==> src/rtl/core/xcfr_pkg.sv <==
package xcfr_pkg;

  // Frame geometry
  localparam int MAX_PAYLOAD = 32;
  localparam int STORE_DEPTH = MAX_PAYLOAD + 4;
  localparam int POS_W       = $clog2(STORE_DEPTH + 2);
  localparam int LEN_W       = $clog2(MAX_PAYLOAD + 1);
  localparam int ADDR_W      = $clog2(STORE_DEPTH);

  localparam logic [7:0] END_BYTE    = 8'h0a;
  localparam logic [7:0] HEADER_INIT = 8'hAA;

  // Configuration register indexes
  typedef enum logic [0:0] {
    CFG_HEADER  = 1'b0,
    CFG_DELIVER = 1'b1
  } cfg_idx_t;

  // Controller states
  typedef enum logic [2:0] {
    ST_HUNT,
    ST_CMD,
    ST_LEN,
    ST_DATA,
    ST_CHECK,
    ST_END,
    ST_READ,
    ST_SHOW
  } state_t;

  // Controller to datapath
  typedef struct packed {
    logic st_hdr;   // write header at entry 0, position to 1
    logic st_put;   // write at position, advance
    logic ld_len;   // latch payload length
    logic clr_xor;  // clear running xor
    logic xor_en;   // fold byte into running xor
    logic pos_inc;  // advance position only
    logic rd_clr;   // readout index to zero
    logic rd_req;   // read store at readout index
    logic rd_next;  // advance readout index
  } cmd_t;

  // Datapath to controller
  typedef struct packed {
    logic hdr_match;
    logic len_ok;
    logic data_done;
    logic len_zero;
    logic end_match;
    logic pos_at_end;
    logic deliver;
    logic rd_last;
  } sts_t;

endpackage

==> src/rtl/core/xcfr_dp.sv <==
module xcfr_dp
  import xcfr_pkg::*;
(
  input  logic        clk,
  input  logic        rst_n,
  input  logic        cfg_we,
  input  logic [0:0]  cfg_addr,
  input  logic [7:0]  cfg_wdata,
  input  logic [7:0]  rx_byte,
  input  cmd_t        cmd,
  output sts_t        sts,
  output logic [7:0]  frame_byte,
  output logic [5:0]  byte_index,
  output logic        last_byte
);

  logic [7:0]       header_r;
  logic             deliver_r;
  logic [POS_W-1:0] pos_r;
  logic [LEN_W-1:0] len_r;
  logic [7:0]       xor_r;
  logic [ADDR_W-1:0] k_r;
  logic [7:0]       rd_data_r;
  logic [7:0]       store_mem [0:STORE_DEPTH-1];
  logic [ADDR_W-1:0] wr_addr;

  // Config registers
  always_ff @(posedge clk) begin
    if (!rst_n) begin
      header_r  <= HEADER_INIT;
      deliver_r <= 1'b1;
    end else if (cfg_we) begin
      unique case (cfg_idx_t'(cfg_addr))
        CFG_HEADER:  header_r  <= cfg_wdata;
        CFG_DELIVER: deliver_r <= cfg_wdata[0];
        default: ;
      endcase
    end
  end

  // Frame store, one write and one registered read port
  assign wr_addr = cmd.st_hdr ? '0 : pos_r[ADDR_W-1:0];

  always_ff @(posedge clk) begin
    if (cmd.st_hdr || cmd.st_put) begin
      store_mem[wr_addr] <= rx_byte;
    end
    if (cmd.rd_req) begin
      rd_data_r <= store_mem[k_r];
    end
  end

  // Position, length, running xor, readout index
  always_ff @(posedge clk) begin
    if (cmd.st_hdr) begin
      pos_r <= POS_W'(1);
    end else if (cmd.st_put || cmd.pos_inc) begin
      pos_r <= pos_r + POS_W'(1);
    end
    if (cmd.ld_len) begin
      len_r <= rx_byte[LEN_W-1:0];
    end
    if (cmd.clr_xor) begin
      xor_r <= 8'h00;
    end else if (cmd.xor_en) begin
      xor_r <= xor_r ^ rx_byte;
    end
    if (cmd.rd_clr) begin
      k_r <= '0;
    end else if (cmd.rd_next) begin
      k_r <= k_r + ADDR_W'(1);
    end
  end

  // Status
  always_comb begin
    sts.hdr_match  = (rx_byte == header_r);
    sts.len_ok     = (rx_byte <= 8'(MAX_PAYLOAD));
    sts.data_done  = ({1'b0, pos_r} + (POS_W+1)'(1)) >= ((POS_W+1)'(len_r) + (POS_W+1)'(3));
    sts.len_zero   = (len_r == '0);
    sts.end_match  = (rx_byte == END_BYTE);
    sts.pos_at_end = ({1'b0, pos_r} == ((POS_W+1)'(len_r) + (POS_W+1)'(4)));
    sts.deliver    = deliver_r;
    sts.rd_last    = ((POS_W+1)'(k_r) == ((POS_W+1)'(len_r) + (POS_W+1)'(3)));
  end

  // Output word: entry 0 carries the computed xor
  assign frame_byte = (k_r == '0) ? xor_r : rd_data_r;
  assign byte_index = 6'(k_r);
  assign last_byte  = sts.rd_last;

  a_rd_clr: assert property (@(posedge clk) disable iff (!rst_n)
    cmd.rd_clr |=> k_r == '0)
    else $error("readout index not cleared");
  a_xor_len: assert property (@(posedge clk) disable iff (!rst_n)
    cmd.xor_en |-> len_r <= LEN_W'(MAX_PAYLOAD))
    else $error("payload folded with oversize length");
  a_wr_excl: assert property (@(posedge clk) disable iff (!rst_n)
    !(cmd.st_hdr && cmd.st_put))
    else $error("two store writes in one cycle");

endmodule

==> src/rtl/core/xcfr_ctrl.sv <==
module xcfr_ctrl
  import xcfr_pkg::*;
(
  input  logic clk,
  input  logic rst_n,
  input  logic in_valid,
  output logic in_ready,
  output logic out_valid,
  input  logic out_ready,
  input  sts_t sts,
  output cmd_t cmd
);

  state_t state_r, state_nxt;
  logic   rx_go, tx_go;

  assign rx_go = in_valid && in_ready;
  assign tx_go = out_valid && out_ready;

  always_ff @(posedge clk) begin
    if (!rst_n) begin
      state_r <= ST_HUNT;
    end else begin
      state_r <= state_nxt;
    end
  end

  // Next state
  always_comb begin
    state_nxt = state_r;
    unique case (state_r)
      ST_HUNT:  if (rx_go && sts.hdr_match) state_nxt = ST_CMD;
      ST_CMD:   if (rx_go) state_nxt = ST_LEN;
      ST_LEN:   if (rx_go) state_nxt = sts.len_ok ? ST_DATA : ST_HUNT;
      ST_DATA:  if (rx_go && sts.data_done) state_nxt = ST_CHECK;
      ST_CHECK: if (rx_go) state_nxt = sts.len_zero ? ST_HUNT : ST_END;
      ST_END: begin
        if (rx_go) begin
          if (sts.end_match) begin
            state_nxt = sts.deliver ? ST_READ : ST_HUNT;
          end else if (!sts.pos_at_end) begin
            state_nxt = ST_HUNT;
          end
        end
      end
      ST_READ:  state_nxt = ST_SHOW;
      ST_SHOW:  if (tx_go) state_nxt = sts.rd_last ? ST_HUNT : ST_READ;
      default:  state_nxt = ST_HUNT;
    endcase
  end

  // Outputs
  always_comb begin
    cmd       = '0;
    in_ready  = 1'b0;
    out_valid = 1'b0;
    unique case (state_r)
      ST_HUNT: begin
        in_ready   = 1'b1;
        cmd.st_hdr = rx_go && sts.hdr_match;
      end
      ST_CMD: begin
        in_ready   = 1'b1;
        cmd.st_put = rx_go;
      end
      ST_LEN: begin
        in_ready    = 1'b1;
        cmd.st_put  = rx_go;
        cmd.ld_len  = rx_go && sts.len_ok;
        cmd.clr_xor = rx_go && sts.len_ok;
      end
      ST_DATA: begin
        in_ready   = 1'b1;
        cmd.st_put = rx_go;
        cmd.xor_en = rx_go;
      end
      ST_CHECK: begin
        in_ready   = 1'b1;
        cmd.st_put = rx_go && !sts.len_zero;
      end
      ST_END: begin
        in_ready    = 1'b1;
        cmd.rd_clr  = rx_go && sts.end_match && sts.deliver;
        cmd.pos_inc = rx_go && !sts.end_match && sts.pos_at_end;
      end
      ST_READ: begin
        cmd.rd_req = 1'b1;
      end
      ST_SHOW: begin
        out_valid   = 1'b1;
        cmd.rd_next = tx_go && !sts.rd_last;
      end
      default: ;
    endcase
  end

  a_excl: assert property (@(posedge clk) disable iff (!rst_n)
    !(in_ready && out_valid))
    else $error("input and output open together");
  a_next_rd: assert property (@(posedge clk) disable iff (!rst_n)
    (tx_go && !sts.rd_last) |=> state_r == ST_READ)
    else $error("readout did not continue");
  a_done: assert property (@(posedge clk) disable iff (!rst_n)
    (tx_go && sts.rd_last) |=> state_r == ST_HUNT)
    else $error("readout did not finish");

endmodule

==> src/rtl/core/xor_checked_frame_receiver.sv <==
// Byte-serial frame receiver. Takes one received byte per cycle on in_* while
// hunting for and collecting a frame (header, command, length, payload, check,
// end byte 0x0a in the first or second slot after the check). A completed frame
// is read out of the internal 36-entry store on out_*, one word per byte with
// byte 0 replaced by the xor of the payload; each word is read from the store
// and then presented, so a frame of length L streams out as L+4 words, paced
// by out_tready, and no input byte is taken during that time. Oversize or
// zero lengths and a bad end byte drop the frame silently; the received check
// byte is passed through but never compared. cfg index 0 sets the header byte,
// index 1 enables delivery.
module xor_checked_frame_receiver
  import xcfr_pkg::*;
(
  input  logic        clk,
  input  logic        rst_n,
  input  logic        cfg_we,
  input  logic [0:0]  cfg_addr,
  input  logic [7:0]  cfg_wdata,
  input  logic        in_tvalid,
  output logic        in_tready,
  input  logic [7:0]  in_tdata,   // [7:0] rx_byte
  output logic        out_tvalid,
  input  logic        out_tready,
  output logic [15:0] out_tdata,  // [7:0] frame_byte, [13:8] byte_index, [15:14] zero
  output logic        out_tlast   // last_byte
);

  cmd_t       cmd;
  sts_t       sts;
  logic [7:0] frame_byte;
  logic [5:0] byte_index;

  xcfr_ctrl u_ctrl (
    .clk       (clk),
    .rst_n     (rst_n),
    .in_valid  (in_tvalid),
    .in_ready  (in_tready),
    .out_valid (out_tvalid),
    .out_ready (out_tready),
    .sts       (sts),
    .cmd       (cmd)
  );

  xcfr_dp u_dp (
    .clk        (clk),
    .rst_n      (rst_n),
    .cfg_we     (cfg_we),
    .cfg_addr   (cfg_addr),
    .cfg_wdata  (cfg_wdata),
    .rx_byte    (in_tdata),
    .cmd        (cmd),
    .sts        (sts),
    .frame_byte (frame_byte),
    .byte_index (byte_index),
    .last_byte  (out_tlast)
  );

  assign out_tdata = {2'b00, byte_index, frame_byte};

endmodule
==> config.mk <==
export PLATFORM = sky130hd
export DESIGN_NAME = xor_checked_frame_receiver
export DESIGN_NICKNAME = d
export VERILOG_FILES = /design/src/rtl/core/xcfr_pkg.sv /design/src/rtl/core/xcfr_dp.sv /design/src/rtl/core/xcfr_ctrl.sv /design/src/rtl/core/xor_checked_frame_receiver.sv
export SDC_FILE = /design/constraint.sdc
export NUM_CORES = 1
export LEC_CHECK = 0
export BUFFER_PORTS_ARGS = -buffer_cell sky130_fd_sc_hd__buf_2
export CORE_MARGIN = 4
export CORE_UTILIZATION = 35
export DETAILED_ROUTE_END_ITERATION = 10
export RECOVER_POWER = 25
export SLEW_MARGIN = 20
export SYNTH_ARGS = -nofsm -noshare
export SYNTH_HDL_FRONTEND = slang
export SYNTH_SLANG_ARGS = --single-unit
==> constraint.sdc <==
create_clock -name clk -period 7.11 [get_ports clk]
set_input_delay 1.0665 -clock clk [delete_from_list [all_inputs] [get_ports clk]]
set_output_delay 1.0665 -clock clk [all_outputs]
set_load 0.02 [all_outputs]
; After elaboration in Yosys (flattened, before gate mapping)
; Memories as Yosys holds them, arrays and structs flattened. A register that Yosys moved wholly into a read port is not among the register bits.
; Cells that the tools add are included.
[word_totals]
register_bits = 38
latch_bits = 0
mem_bits_rw = 288
rom_bits = 0
in_bits = 22
elab_cells = 87
memories = 1
[mem_list]
columns = memory, depth, width, rd, rd_clocked_by_memory_dff, write_ports, line
row1 = u_dp.store_mem, 36, 8, 1, 1, 1, xcfr_dp.sv:24  ; logic [7:0] store_mem [0:STORE_DEPTH-1];
[classes]
n_addsub = 5
n_mul = 0
div_mod_pow = 0
n_lt_le_gt_ge = 2
n_eq_ne = 19
n_shift = 0
n_mux = 27
bitwise_logic = 2
n_reduce_logical = 24
[op_table]
columns = cell, count
row1 = 3-bit two-way mux, 12
row2 = 3-bit one-hot mux with 8 select lines, 1
row3 = 6-bit by 7-bit equality test with 1-bit output, 2
row4 = 2-bit by 1-bit inequality test with 1-bit output (second input constant), 7
row5 = 6-bit by 1-bit adder with 6-bit output (second input constant), 2
row6 = 3-bit equality test (second input constant), 4
row7 = 6-bit logical NOT, 2
row8 = 1-bit logical AND, 11
row9 = 8-bit by 4-bit equality test with 1-bit output (second input constant), 1
row10 = 8-bit equality test, 1
row11 = 8-bit by 6-bit less-or-equal comparator with 1-bit output (second input constant), 1
row12 = 1-bit two-way mux, 8
row13 = 8-bit two-way mux, 1
row14 = 8-bit AND reduction, 1
row15 = 8-bit bitwise XOR, 1
row16 = 6-bit by 1-bit adder with 7-bit output (second input constant), 1
row17 = 6-bit by 2-bit adder with 7-bit output (second input constant), 1
row18 = 6-bit by 3-bit adder with 7-bit output (second input constant), 1
row19 = 7-bit >= comparator, 1
row20 = 3-bit by 2-bit equality test with 1-bit output (second input constant), 2
row21 = 2-bit two-way mux, 3
row22 = 6-bit two-way mux, 1
row23 = 6-bit OR reduction, 1
row24 = 2-bit AND reduction, 2
row25 = other kinds (8), 11

; Longest topological paths before layout
; Gate-level depths: netlist (run 1).
[logic_depth]
word_depth = 9
ltp_mapped = 10
ltp_nobuf = 10

; Cells and area by module
; Synthesis (run 1) repeated with hierarchy kept, for this count alone.
[hier_totals]
cells_unflattened = 866
area_unflattened_um2 = 13960.9
[by_module_without_submodules]
columns = module, instances, cells_per_inst, area_each_um2
row1 = xcfr_dp, 1, 807, 13563.0
row2 = xcfr_ctrl, 1, 56, 379.1
row3 = xor_checked_frame_receiver, 1, 3, 18.8

; Least setup slack after synthesis (run 1)
; OpenSTA, ideal clock, no wires.
[synth_path]
path_type = in2reg
startpoint = input in_tvalid
endpoint = memory u_dp.store_mem[8][0], enable pin
setup_time_ns = 0.398
t_arrival_ns = 2.923
required_ns = 6.712
slack_ns = 3.789
cell_stages = 7
path_cell_list = a21boi_1 -> nand4_1 -> or4_1 -> buf_2 -> and2b_1 -> nand3b_2 -> nor4b_1
[synth_between]
elab_chain_cells = 6
[synth_rtl]
columns = element, line
row1 = "start, declared", xor_checked_frame_receiver.sv:19  ; input logic in_tvalid,
row2 = 1-bit logical AND (*), xcfr_ctrl.sv:17  ; assign rx_go = in_valid && in_ready;
row3 = "1-bit logical AND, on equally long branches", "xcfr_ctrl.sv:79, xcfr_ctrl.sv:60"
row4 = 1-bit one-hot mux with 2 select lines or 1-bit two-way mux (tied branches), xcfr_ctrl.sv:57  ; unique case (state_r)
row5 = 1-bit logical OR, xcfr_dp.sv:45  ; if (cmd.st_hdr || cmd.st_put) begin
row6 = 1-bit two-way mux, xcfr_dp.sv:45
row7 = 1-bit two-way mux (not written as such), xcfr_dp.sv:46  ; store_mem[wr_addr] <= rx_byte;
row8 = "end, declared", xcfr_dp.sv:24
; Mark *: on every way between the ends. The rest lies on a longest branch, timed or not.

; Worst setup path in the final report (run 1)
[layout_path]
startpoint = input in_tdata[0]
endpoint = memory u_dp.store_mem[8][2], enable pin
[layout_between]
elab_chain_cells = 6
[layout_rtl]
columns = element, line
row1 = "start, declared", xor_checked_frame_receiver.sv:21  ; input logic [7:0] in_tdata,
row2 = 8-bit equality test (*), xcfr_dp.sv:77  ; sts.hdr_match = (rx_byte == header_r);
row3 = 1-bit logical AND (*), xcfr_ctrl.sv:60  ; cmd.st_hdr = rx_go && sts.hdr_match;
row4 = 1-bit two-way mux (*), xcfr_ctrl.sv:57
row5 = 1-bit logical OR, xcfr_dp.sv:45
row6 = 1-bit two-way mux, xcfr_dp.sv:45
row7 = 1-bit two-way mux (not written as such), xcfr_dp.sv:46
; Marked as above.

==> flow_summary_export.csv, run 1 <==
group,metric,value,unit
yosys,async_reset_ff_share,0,%
floorplan,dieArea,43300,um^2
yosys,synth-edff-count,302,
cts,clock_latency,500,ps
cts,clock_path_buffers,3,
power,swShare,24.6,%
floorplan,die_h,208,um
yosys,synthTopCellsByCount,"edfxtp_1 (302), mux4_2 (88), nor2_1 (63), nand2_1 (49), dfxtp_1 (32)",
sta,hold_viol,0,
yosys,yosys.area.top_type_share,64.7,%
cells_and_area,layout-area-overhead-vs-synth,12.6,%
floorplan,row_count,73,
route,wl_per_cell,22.5,um
yosys,ys_ff_latch,334,
worst_setup_path,crit_path_end_kind,"register",
run_status,status,"complete, but fails checks",
placement,io_buffers,38,
sta,holdWs,480,ps
placement,placed_cells,1317,
cells_and_area,antennaDiodeCount,0,
cts,h-tree-depth,2,
yosys,seq_area_frac_synth,69.3,%
worst_setup_path,crit_type,"in2reg",
run_status,violations,"capacitance limit, slew limit",
power,p_clk_share,37.5,%
cells_and_area,final_nets,865,
yosys,synth.most_common_cell,"edfxtp_1",
yosys,synth_top_cell_by_area,"edfxtp_1",
cts,clk_pin_slew,60,ps
floorplan,start_util,35.3,%
cts,clock_sinks,334,
cells_and_area,drive_above_1_share,23.7,%
sta,fmax,0.216,GHz
route,wirelength,31.0,mm
route,ant_nets,0,
route,viasPerCell,5.17,
route,first_pass_iters,5,
placement,place_ws,2910,ps
cts,hold_buffers,0,
sta,worst_pin_slew,2180,ps
placement,dpl.hpwl,19.6,mm
floorplan,top_level_ports,41,
power,p_int,3390,uW
power,power_frac_comb,10.4,%
cts,cts_root_buf,"clkbuf_16",
grt,grt-ovfl-total,0,
yosys,ys.flop_type,"edfxtp_1",
power,power_density,285,nW/um^2
power,p_seq_share,52.0,%
grt,grt_pass1_wl,47.0,mm
floorplan,coreArea,39600,um^2
worst_setup_path,required,7230,ps
sta,setup_viol,0,
cts,cts_setup_buffers,0,
power,p_sw,1100,uW
sta,final.setup.tns,0,ps
power,max-vdd-ir-drop,0.148,mV
yosys,synthesis.area,14000,um^2
yosys,synth.distinct_cells,70,
worst_setup_path,cp_data_arrival_time,4750,ps
floorplan,die_w,208,um
grt,antenna_found_initial,1,
flow_run,drv_cap,5,
sta,finalWorstSetupSlack,2480,ps
sta,fin_skew,13.3,ps
cells_and_area,final_cells,1377,
route,drc,0,
grt,grt_use_total,14.1,%
worst_setup_path,setup.worst_path.start_class,"input port",
sta,fin_crit,4630,ps
hold_path,hold_path_class,"reg2reg",
yosys,synth.avg_cell_area,17.9,um^2
power,leakage,0.00502,uW
grt,grt_max_degree,57,
yosys,yosys_warnings,0,
route,num_vias,7115,
cts,numCtsBuffers,35,
cts,cts_tree,"built",
yosys,syn_inst,784,
route,first_iter_violations,541,
sta,relSlewSlack,-45.1,%
placement,place_congestion,0.792,
sta,min_period_over_period,65.1,%
cts,ctsResizeCount,0,
sta,rsz0062_at_grt,"no",
sta,slew_viol_final,205,
grt,grt_pass1_vias,7425,
worst_setup_path,critical_path.max_fanout,40,
yosys,synthTopCellsByArea,"edfxtp_1 (65%), mux4_2 (14%), dfxtp_1 (4.6%), nor2_1 (1.7%), nand2_1 (1.3%)",
[through the flow]
stage               power [uW]  area [um^2]  util, %
global route              4680        15800     39.8
floorplan                 2670        14000        -
detailed placement        2850        14700     37.2
global placement          2840        14700     37.2
CTS                       4530        15800     39.8
finish                    4490        15800     39.8
[routing by layer]
layer	vias to the layer above	track usage [%]	part of all wire, %
met1	3638	19.8	44
li1	3194	-	-
met3	38	2.79	6.2
met4	0	3.62	2.0
met5	-	0	0
met2	245	22.9	48
[power groups by stage]
stage          clock (uW)  sequential, uW  combinational (uW)
4_1_cts              1720            2330                 473
5_1_grt              1810            2350                 523
3_5_place_dp            0            2370                 472
2_1_floorplan           0            2290                 380
6_report             1680            2340                 469
3_3_place_gp            0            2370                 467
[logic make-up after synthesis]
| family | after synthesis | share of synthesized area, % |
|---|---|---|
| mux | 106 | 15.5 |
| flops | 334 | 69.3 |
| compound gates | 57 | 2.91 |
| fa+ha+maj | 14 | 1.25 |
| other cells | 1 | 0.0268 |
| simple gates | 173 | 6.00 |
| xor+xnor | 42 | 3.02 |
| buf+inv | 57 | 1.96 |
[worst max-delay path, cell delays in order]
cell,delay [ps]
buf_2,70
clkbuf_1,1540
xnor2_1,120
nand2_1,160
or4_1,300
and2b_1,360
nand3b_2,260
nor4b_2,830
[worst paths after layout]
check	cells past startpoint	slack, ps	end	start
worst max-delay path	8	2480	u_dp.store_mem[8][2]	in_tdata[0]
worst min-delay path	2	480	u_dp.header_r[0]	u_dp.header_r[0]
worst max register to register	5	3530	u_dp.rd_data_r[4]	u_dp.byte_index[0]
worst min register to register	2	480	u_dp.header_r[0]	u_dp.header_r[0]
[flip-flops by register name (all words and copies together), names as in the netlist]
register	flops
u_ctrl.state_r	3
u_dp.byte_index	6
u_dp.deliver_r	1
u_dp.header_r	8
u_dp.len_r	6
u_dp.pos_r	6
u_dp.rd_data_r	8
u_dp.store_mem	288
u_dp.xor_r	8
[final cells by class]
cell class	count	area, um^2
Fill cell	3584	23900
Timing Repair Buffer	49	251
Tap cell	525	657
Multi-Input combinational cell	394	4030
Clock inverter	19	113
Sequential cell	334	9720
Inverter	15	56.3
Clock buffer	41	941
[layout by cell type, fill, tap and decap left out, types with 10 or more instances in the layout]
| master | n |
|---|---|
| buf_2 | 36 |
| clkbuf_1 | 11 |
| clkbuf_16 | 37 |
| dfxtp_1 | 30 |
| edfxtp_1 | 302 |
| ha_1 | 14 |
| inv_1 | 11 |
| mux2i_1 | 10 |
| mux4_2 | 88 |
| nand2_1 | 49 |
| nand3_1 | 15 |
| nor2_1 | 63 |
| o21ai_1 | 12 |
| xnor2_1 | 19 |
| xor2_1 | 19 |
Power figures use the tool's default switching activity.
==> inputs of run 2 (changes only) <==
clock period = 4 ns   (was 7.11 ns; I/O delays follow)
==> run 2 against run 1 <==
Compared with the run above:
- the flow still finishes with violations (capacitance limit, slew limit)
- via count increased by 1.5%
- hold slack worse by 170 ps
- combinational power rose by 82%
- critical path depth unchanged
- flip-flop and latch count is the same
- die area unchanged
- critical path type unchanged
- largest cell class unchanged
- highest routed layer unchanged
==> flow_summary_export.csv, run 2 (synthesized netlist as in run 1, its figures left out) <==
group,metric,value,unit
run_status,status,"complete, but fails checks",
run_status,violations,"capacitance limit, slew limit",
cells_and_area,layout_commonest_cell,"edfxtp_1",
grt,antenna_found_initial,0,
floorplan,die_h,208,um
cts,h-tree-depth,2,
power,max-vdd-ir-drop,0.265,mV
route,wl_per_cell,23.1,um
sta,holdWs,313,ps
worst_setup_path,setup.worst_path.start_class,"input port",
cts,cts_setup_buffers,0,
sta,relSlewSlack,-41.5,%
worst_setup_path,crit_family,"buffers and inverters",
worst_setup_path,slowest_delay,1390,ps
hold_path,hold_path_class,"in2reg",
route,first_iter_violations,593,
route,first_pass_iters,5,
worst_setup_path,r2r_setup_slack,830,ps
sta,hold_viol,0,
worst_setup_path,cp_data_arrival_time,3880,ps
flow_run,drv_cap,4,
cts,clock_latency,500,ps
power,leakage,0.00519,uW
worst_setup_path,required,4430,ps
cts,hold_buffers,0,
cts,clk_pin_slew,60,ps
floorplan,die_w,208,um
power,p_clk_share,40.9,%
cts,clock_path_buffers,3,
power,power_density,523,nW/um^2
cells_and_area,largest-register,"u_dp.store_mem",
cts,ctsResizeCount,0,
power,power_frac_comb,10.1,%
cells_and_area,largest_reg_flops,288,
placement,place_congestion,0.870,
grt,grt_max_degree,49,
cells_and_area,drive_above_1_share,25.0,%
grt,grt_pass1_wl,48.4,mm
route,num_vias,7225,
placement,dpl.hpwl,20.8,mm
cts,cts_tree,"built",
grt,grt_use_total,14.7,%
floorplan,start_util,35.3,%
power,p_int,6450,uW
sta,slew_viol_final,162,
sta,fin_crit,3440,ps
floorplan,top_level_ports,41,
sta,fmax,0.290,GHz
cts,cts_root_buf,"clkbuf_16",
worst_setup_path,crit_path_end_kind,"register",
cts,numCtsBuffers,36,
placement,io_buffers,38,
power,p_seq_share,48.9,%
sta,fin_skew,11.6,ps
floorplan,row_count,73,
power,swShare,23.4,%
floorplan,dieArea,43300,um^2
grt,grt_pass1_vias,7470,
worst_setup_path,critical_path.max_fanout,39,
sta,final.setup.tns,0,ps
sta,min_period_over_period,86.1,%
sta,rsz0062_at_grt,"no",
worst_setup_path,path_cells,"buf_2, clkbuf_1, or3_1, nor4_4, nor4_2, nor2_1, nor4_1, mux2i_1",
grt,grt-ovfl-total,0,
worst_setup_path,crit_type,"in2reg",
worst_setup_path,cp_slowest_cell,"clkbuf_1",
floorplan,coreArea,39600,um^2
sta,worst_pin_slew,2120,ps
cells_and_area,layout-area-overhead-vs-synth,14.9,%
sta,setup_viol,0,
cells_and_area,final_nets,882,
cts,clock_sinks,334,
cells_and_area,layout_common_cells,"edfxtp_1 (302), mux4_2 (88), nor2_1 (63), nand2_1 (49), clkbuf_16 (37)",
route,ant_nets,0,
cells_and_area,antennaDiodeCount,0,
worst_setup_path,critical_path_buf_inv_count,2,
route,drc,0,
route,wirelength,32.2,mm
route,viasPerCell,5.18,
power,p_sw,1970,uW
==> run 2: per-layer routing <==
layer	GRT usage (%)	routed length [um]	vias up	part of all wire (%)
met4	4.94	1040	0	3.2
li1	-	-	3231	-
met1	20.0	13800	3751	43
met3	2.10	1510	49	4.7
met5	0	0	-	0
met2	24.6	15900	194	49
==> run 2: path summary, 6_finish.rpt <==
kind / from / to / cells past startpoint
worst min-delay path: cfg_wdata[5] / u_dp.header_r[5] / 3
worst min register to register: u_dp.header_r[6] / u_dp.header_r[6] / 2
worst max-delay path: in_tdata[2] / u_dp.pos_r[5] / 8
worst max register to register: u_dp.len_r[2] / u_dp.store_mem[9][1] / 8
==> run 2: final cells by class <==
type / count / area, um^2
flip-flops and latches: 334 / 9720
fillers: 3547 / 23600
repair buffers: 65 / 398
multi-input cells: 394 / 4030
well taps: 525 / 657
clock buffers: 46 / 970
inverters: 15 / 56.3
clock inverters: 17 / 256
==> run 2: power groups by stage <==
stage,clock (uW),combinational (uW),sequential (uW)
2_1_floorplan,0,676,4070
3_3_place_gp,0,850,4190
3_5_place_dp,0,862,4190
4_1_cts,3520,863,4120
5_1_grt,3660,942,4140
6_report,3450,852,4120
==> run 2: per-stage QoR <==
step	setup slack, ps	total power, uW	instances	utilization (%)	cell area, um^2
detailed placement	642	5050	1333	37.5	14900
global route	273	8750	1396	40.6	16100
floorplan	1150	4740	785	-	14000
finish	555	8420	1396	40.6	16100
global placement	736	5040	1333	37.5	14900
CTS	673	8500	1396	40.6	16100
==> run 2: worst min-delay path, stage by stage <==
cell     delay [ps]
buf_2            80
nand2_1          40
nand3_1          60
==> inputs of run 3 (changes only) <==
CTS_BUF_LIST = sky130_fd_sc_hd__clkbuf_8   (was not set)
SKIP_LAST_GASP = 1   (was not set)
==> run 3 against run 2 <==
Compared with the run above:
- the flow still finishes with violations (capacitance limit, slew limit)
- wire length fell by 0.57%
- hold slack worse by 94 ps
- utilization is 0.71 points lower
- critical path depth unchanged
- register-to-register slack about the same
- fmax decreased by 0.85%
- sequential power about the same
- cell area shrank 1.7%
- clock skew increased by 20 ps
- clock power shrank 25%
- combinational power is essentially flat
- critical path type unchanged
- highest routed layer unchanged
==> flow_summary_export.csv, run 3 (synthesized netlist as in run 1, its figures left out) <==
group,metric,value,unit
flow_run,drv_cap,5,
placement,place_congestion,0.870,
cells_and_area,drive_above_1_share,25.5,%
route,ant_nets,0,
sta,final.setup.tns,0,ps
route,first_iter_violations,596,
worst_setup_path,critical_path.max_fanout,39,
worst_setup_path,cp_slowest_cell,"clkbuf_1",
power,leakage,0.00513,uW
cells_and_area,layout_common_cells,"edfxtp_1 (302), mux4_2 (88), nor2_1 (63), clkbuf_8 (59), nand2_1 (49)",
floorplan,start_util,35.3,%
power,p_sw,1940,uW
cts,cts_setup_buffers,0,
route,wl_met2,15.8,mm
floorplan,top_level_ports,41,
route,highest_layer,"met4",
floorplan,die_w,208,um
route,dr_wl_met3,1.73,mm
worst_setup_path,required,4520,ps
cts,hold_buffers,0,
cts,cts_root_buf,"clkbuf_8",
route,wl_per_cell,22.4,um
floorplan,dieArea,43300,um^2
worst_setup_path,path_cells,"clkbuf_1, clkbuf_1, or3_1, nor4_4, nor4_2, nor2_1, nor4_1, mux2i_1",
grt,grt_pass1_wl,48.7,mm
run_status,status,"complete, but fails checks",
grt,grt_max_degree,49,
cells_and_area,n_fill_cell,3591,
worst_setup_path,r2r_start,"u_dp.len_r[2]",
worst_setup_path,startpoint,"in_tdata[0]",
worst_setup_path,crit_path_end_kind,"register",
floorplan,die_h,208,um
placement,dpl.hpwl,20.8,mm
worst_setup_path,cpMostUsedCell,"clkbuf_1",
worst_setup_path,setup.worst_path.start_class,"input port",
cells_and_area,final_cells,1427,
floorplan,coreArea,39600,um^2
cells_and_area,layout-area-overhead-vs-synth,12.9,%
cts,ctsResizeCount,0,
power,swShare,25.6,%
cells_and_area,final_nets,899,
cts,cts_tree,"built",
grt,grt_use_total,14.8,%
sta,hold_viol,0,
placement,io_buffers,38,
cells_and_area,layout_commonest_cell,"edfxtp_1",
worst_setup_path,slowest_delay,1450,ps
sta,fin_crit,3470,ps
cells_and_area,largest-register,"u_dp.store_mem",
sta,fmax,0.288,GHz
route,wirelength,32.0,mm
power,p_clk_share,34.3,%
grt,grt-ovfl-total,0,
sta,finalWorstSetupSlack,526,ps
cts,clock_latency,590,ps
power,max-vdd-ir-drop,0.229,mV
worst_setup_path,crit_type,"in2reg",
power,power_frac_comb,11.2,%
route,drc,0,
cts,clock_path_buffers,3,
worst_setup_path,cp_data_arrival_time,3990,ps
power,power_density,479,nW/um^2
cells_and_area,antennaDiodeCount,0,
cts,h-tree-depth,2,
route,met1Wirelength,13.6,mm
sta,setup_viol,0,
power,p_int,5630,uW
cts,clock_sinks,334,
route,first_pass_iters,5,
sta,worst_pin_slew,2120,ps
route,viasPerCell,5.12,
placement,placed_cells,1333,
placement,place_ws,642,ps
sta,fin_skew,31.2,ps
floorplan,row_count,73,
sta,slew_viol_final,202,
sta,rsz0062_at_grt,"no",
hold_path,hold_path_startpoint,"cfg_wdata[5]",
cts,clk_pin_slew,60,ps
run_status,violations,"capacitance limit, slew limit",
route,num_vias,7307,
power,power,7570,uW
sta,relSlewSlack,-41.4,%
cells_and_area,largest_reg_flops,288,
hold_path,hold_path_class,"in2reg",
grt,grt_pass1_vias,7547,
power,p_seq_share,54.4,%
sta,min_period_over_period,86.9,%
grt,antenna_found_initial,0,
cts,numCtsBuffers,53,
-- run 3: changes by cell type in the layout (fill, tap and decap cells not counted), sizes merged --
cell and delta:
bufinv -7, clkinvlp +1, clkinv +8, clkbuf +16, inv +16, buf -3
-- run 3: layout make-up --
cell class	count	area, um^2	share of cell area, %
clock inverter	35	140	0.887
timing repair buffer	65	392	2.48
tap	525	657	4.16
clock buffer	59	812	5.14
inverter	15	56.3	0.356
multi-input combinational	394	4030	25.5
sequential	334	9720	61.5
-- run 3: worst max-delay path, delay by kind of cell --
kind | cells | cell delay, ps
muxes | 1 | 230
buffers and inverters | 2 | 1610
and+or+nand+nor | 5 | 1530
-- run 3: final timing paths --
kind / to / cells past startpoint / slack [ps]
max reg2reg: u_dp.store_mem[9][7] / 8 / 820
max: u_dp.pos_r[5] / 8 / 530
min: u_dp.header_r[5] / 3 / 220
min reg2reg: u_dp.header_r[6] / 2 / 480
-- run 3: per-stage QoR --
stage	util (%)	hold slack, ps	cell area, um^2
final	39.9	219	15800
after global routing	39.9	212	15800
after CTS	39.9	189	15800
after detailed placement	37.5	477	14900
after global placement	37.5	477	14900
after floorplan	-	449	14000
-- run 3: power groups by stage --
stage	clock (uW)	sequential, uW	combinational (uW)
detailed placement	0	4190	862
finish	2600	4120	851
floorplan	0	4070	676
global route	2860	4140	942
CTS	2670	4120	863
global placement	0	4190	850
-- run 3: layer usage --
layer  GRT usage [%]  vias to the layer above
met2            24.4                      231
met5               0                        -
li1                -                     3268
met4            5.12                        0
met1            20.1                     3769
met3            2.58                       39
